**config.mk**
```make
export PLATFORM = sky130hd
export DESIGN_NAME = swmt_ram
export DESIGN_NICKNAME = d
export VERILOG_FILES = /design/src/sv/swmt_ram.sv
export SDC_FILE = /design/constraint.sdc
export NUM_CORES = 2
export LEC_CHECK = 0
export BUFFER_PORTS_ARGS = -buffer_cell sky130_fd_sc_hd__buf_4
export CAP_MARGIN = 25
export CORE_MARGIN = 2
export CORE_UTILIZATION = 50
export CTS_CLUSTER_DIAMETER = 120
export DETAILED_ROUTE_END_ITERATION = 7
export HOLD_SLACK_MARGIN = 0.12
export PLACE_DENSITY = 0.68
export SYNTH_ARGS = -nofsm -noshare
export SYNTH_HDL_FRONTEND = slang
export SYNTH_SLANG_ARGS = --single-unit
```
**constraint.sdc**
```tcl
create_clock -name clock -period 2.27 [get_ports clock]
set_input_delay 0.3405 -clock clock [delete_from_list [all_inputs] [get_ports clock]]
set_output_delay 0.3405 -clock clock [all_outputs]
set_load 0.02 [all_outputs]
```
**src/sv/swmt_ram.sv**
```systemverilog
`default_nettype none

module swmt_ram #(
   parameter int DataW = 8,
   parameter int Depth = 256
) (
   input  wire logic                     clock,
   input  wire logic                     wr_en,
   input  wire logic [$clog2(Depth)-1:0] wr_addr,
   input  wire logic [DataW-1:0]         wr_data,
   input  wire logic                     rd_en,
   input  wire logic [$clog2(Depth)-1:0] rd_addr,
   output logic      [DataW-1:0]         rd_data
);

   logic [DataW-1:0] mem_ff [Depth];

   always_ff @(posedge clock) begin
      if (wr_en) begin
         mem_ff[wr_addr] <= wr_data;
      end
      if (rd_en) begin
         rd_data <= mem_ff[rd_addr];
      end
   end

endmodule

`default_nettype wire

```
# Yosys cells after proc, flatten, opt, wreduce, memory -nomap -nowiden
# Memories as Yosys holds them, arrays and structs flattened. A register that Yosys moved wholly into a read port is not among the register bits.
# Cells that the tools add are included.
word_totals:
  mem_count: 1
  wordCells: 3
  regBits: 0
  mem_bits_rw: 2048
  input_bits: 27
  output_inout_bits: 8
classes:
  muxes: 2
memory_table:
  columns: ["name", "depth", "width", "rd", "rd_clocked_by_memory_dff", "wr", "line_no", "rtl"]
  rows:
  - ["mem_ff", 256, 8, 1, 1, 1, "16", "logic [DataW-1:0] mem_ff [Depth];"]
ops:
  columns: ["op", "count"]
  rows:
  - ["2-to-1 mux 1 bit", 2]

# Depth between registers and ports, before layout
logic_depth:
  word_depth: 2
  mapped_depth: 11

# Worst setup path after synthesis
# OpenSTA, ideal clock, no wires.
synth_path:
  path_kind: "input port to flip-flop"
  from: "input rd_addr[0]"
  to: "register rd_data[2], read port of mem_ff, data pin"
  stages: 9
  slack_ns: -0.147
  arrival_ns: 2.148
  setup_time_ns: 0.269
  required_ns: 2.001
  n_path_buf: 4
  path_cell_list: "buf_6 -> buf_12 -> buf_8 -> buf_2 -> mux4_2 -> a22oi_1 -> a21oi_1 -> nor4_1 -> nor4_2"
synth_rtl:
  columns: ["item", "line_no", "rtl"]
  rows:
  - ["start, declared", "12", "input wire logic [$clog2(Depth)-1:0] rd_addr,"]
  - ["end, declared", "13", "output logic [DataW-1:0] rd_data"]

==> metrics <==
Internal=62.7 mW; H-tree levels=4; Logic pwr share=5.7%; cts bufs inserted=200; Die W=403 um; CTS Buffer Depth=3; Seq/Total Area, Yosys=77.5%; Crit path required time=2870 ps; Max Cap Viol=0; max_slew headroom=25.1%; Final Hold Fails=0; Worst Path Buf+Inv=1; GRT overflow=0; crit-path cells=mux4_2 > mux4_2 > nor2b_4 > nor4_4 > buf_4 > nor4_2; Final ANT Viol Nets=0; HPWL after DPL=127,000 um; I/O Buffers=34; fraction of layout cells with a size suffix above 1=34.2%; most used cell, CP=mux4_2; run status=finished, violations left; period utilization=105%; number of core rows=146; Synth Area per Inst=21.3 um2; vias=41,300; crit-path leading delay family=multiplexers; DP Area=0.0877 mm2; die area=0.162 mm2; Die Y-Extent=403 um; Post-synth EDFFs=2,056; RD Place Congestion=0.884; Setup WS pre-CTS=-1430 ps; Syn Inst Count=3,733; RSZ-0062 raised after global routing=yes; Worst-Skew Late Latency=850 ps; asr flop ratio synth=0%; Fillers=11,000; P_leak=30.9 nW; min Tclk post-route=2380 ps; Initial DRC Count=5,081; TNS Setup=-339 ps; YS warnings=0; GRT Total Usage=24.3%; largest net degree at the start of global routing=87; placed instance count=6,342; sequential share of power=52.7%; Area contributors post-synth=edfxtp_1 78%, mux4_2 13%, mux2i_1 1.7%, nor2_1 1.3%, a22oi_1 1.3%; crit path kind=flop to flop; fin util=60.0%; Clk pwr share=41.5%; crit path launch type=flop; #FFs+latches synth=2,056; final wirelength=197,000 um; Area Growth Syn to Fin=19.2%; clock slew seen by the registers of the worst setup and hold paths=60 ps; number of global-route vias before repair=41,300; Starting Density=50.3%; worst hold slack=190 ps; Yosys top cell by area=edfxtp_1; final cell count without fillers=6,728; Top Ports=35; Nets=4,510; Peak VDD IR=0.850 mV; slowest CP cell=mux4_2; Root Buffer=clkbuf_16; Min-Delay Path Class=input pin to flop; achievable clock frequency=420 MHz; CTS tree=built; first-pass GRT wire length=286,000 um; Avg WL per Cell=29.2 um; post-synthesis cell type count=54; endpoints failing setup=6; Mapped Area=0.0796 mm2; Post-CTS Setup Bufs=0; pwr dens=838 mW/mm2; sw frac=21.2%; CORE AREA=0.158 mm2; Worst-Margin Slew=1120 ps; violated checks=negative setup slack; switching power total=16.8 mW; post-route cell area=0.0949 mm2; top-area cell type share of the netlist area=77.5%; via/cell ratio=6.14; Crit path largest cell delay=500 ps; Crit path arrival time=2980 ps; Max Clock Skew=36.4 ps; DRT Pass-1 Iters=7; initial antenna violation count=10; DRC viols=0; Crit Path Max Fanout=1; R2R setup slack=-110 ps; setup ws final=-113 ps; syn_nets=3,760; CP endpoint kind=flop; clock sinks=2,056; total chip power=79.5 mW; Final Max Slew Viols=0; ys flop type=edfxtp_1
## logic make-up (layout without fill, tap and decap cells)
| logic type | after synthesis | after routing | synth area share (%) |
|---|---|---|---|
| buffers and inverters | 235 | 1153 | 1.83 |
| other | 0 | 5 | 0 |
| flip-flops | 2056 | 2056 | 77.5 |
| AND/OR/NAND/NOR | 466 | 466 | 2.63 |
| AO/OA/AOI/OAI | 385 | 385 | 3.42 |
| multiplexers | 591 | 591 | 14.6 |
## worst reg2reg max path, delay by kind of cell, from the launching register on
| family | cells | cell delay (ps) |
|---|---|---|
| flip-flops | 1 | 390 |
| multiplexers | 2 | 980 |
| AND/OR/NAND/NOR | 3 | 550 |
| buffers and inverters | 1 | 220 |
## path summary, 6_finish.rpt
check                   endpoint           start  cells past startpoint
hold reg to reg       rd_data[1]  mem_ff[178][1]                      5
hold / removal    mem_ff[151][0]      wr_addr[0]                      4
setup / recovery      rd_data[0]   mem_ff[67][0]                      6
setup reg to reg      rd_data[0]   mem_ff[67][0]                      6
## metal layers
| metal | vias up | track usage [%] | wire, um |
|---|---|---|---|
| li1 | 17200 | - | - |
| met5 | - | 0 | 27 |
| met3 | 356 | 5.02 | 18700 |
| met4 | 4 | 8.14 | 6190 |
| met2 | 2056 | 38.3 | 94200 |
| met1 | 21600 | 34.4 | 77600 |
## repair_timing
action | in CTS | in global routing
hold buffers | 13 | 0
resized for setup | 68 | 30
hold endpoints to repair | 627 | 0
endpoints found under the setup margin | 8 | 8
pin swaps | 29 | 21
## power by group through the flow
stage | registers [mW] | logic (mW) | clock network (mW)
2_1_floorplan | 42.7 | 2.10 | 0
3_3_place_gp | 42.7 | 4.31 | 0
3_5_place_dp | 42.7 | 4.38 | 0
4_1_cts | 41.9 | 4.53 | 33.4
5_1_grt | 41.9 | 4.79 | 34.9
6_report | 41.9 | 4.56 | 33.0
## cell usage in the layout (no fill, tap or decap), types with 11 or more instances in the layout
cell and count:
edfxtp_1 2056, o22ai_1 27, nor2_1 273, dlygate4sd3_1 13, a21oi_1 94, o221ai_1 46, nor2b_1 23, nand3_1 33
mux4_2 455, nor4_2 13, bufinv_16 23, mux2i_1 134, buf_12 82, a211oi_2 11, nand2_1 33, clkbuf_16 201
a22oi_1 130, buf_4 673, clkinv_1 48, clkinv_2 27, clkbuf_1 49
## registers in the layout, summed over array words and instances, names as in the netlist
signal / flops
rd_data: 8
mem_ff: 2048
## area by class of cell
class / count / area, um2 / area share, %
Sequential cell: 2056 / 61700 / 65.0
Multi-Input combinational cell: 1442 / 17100 / 18.0
Timing Repair Buffer: 781 / 7000 / 7.38
Clock buffer: 250 / 5210 / 5.49
Tap cell: 2072 / 2590 / 2.73
Clock inverter: 120 / 1300 / 1.37
Antenna cell: 5 / 12.5 / 0.0132
Inverter: 2 / 7.51 / 0.00791
## cells in the mapped netlist, drive strengths merged, types with 22 or more instances
| cell type | n |
|---|---|
| edfxtp | 2056 |
| nor4 | 27 |
| nor2 | 282 |
| buf | 122 |
| o221ai | 47 |
| o22ai | 28 |
| a22oi | 133 |
| clkbuf | 111 |
| mux4 | 456 |
| nand2 | 33 |
| a21oi | 96 |
| nand3 | 34 |
| nor3 | 22 |
| nor2b | 31 |
| mux2i | 134 |
(Power assumes the default switching activity.)
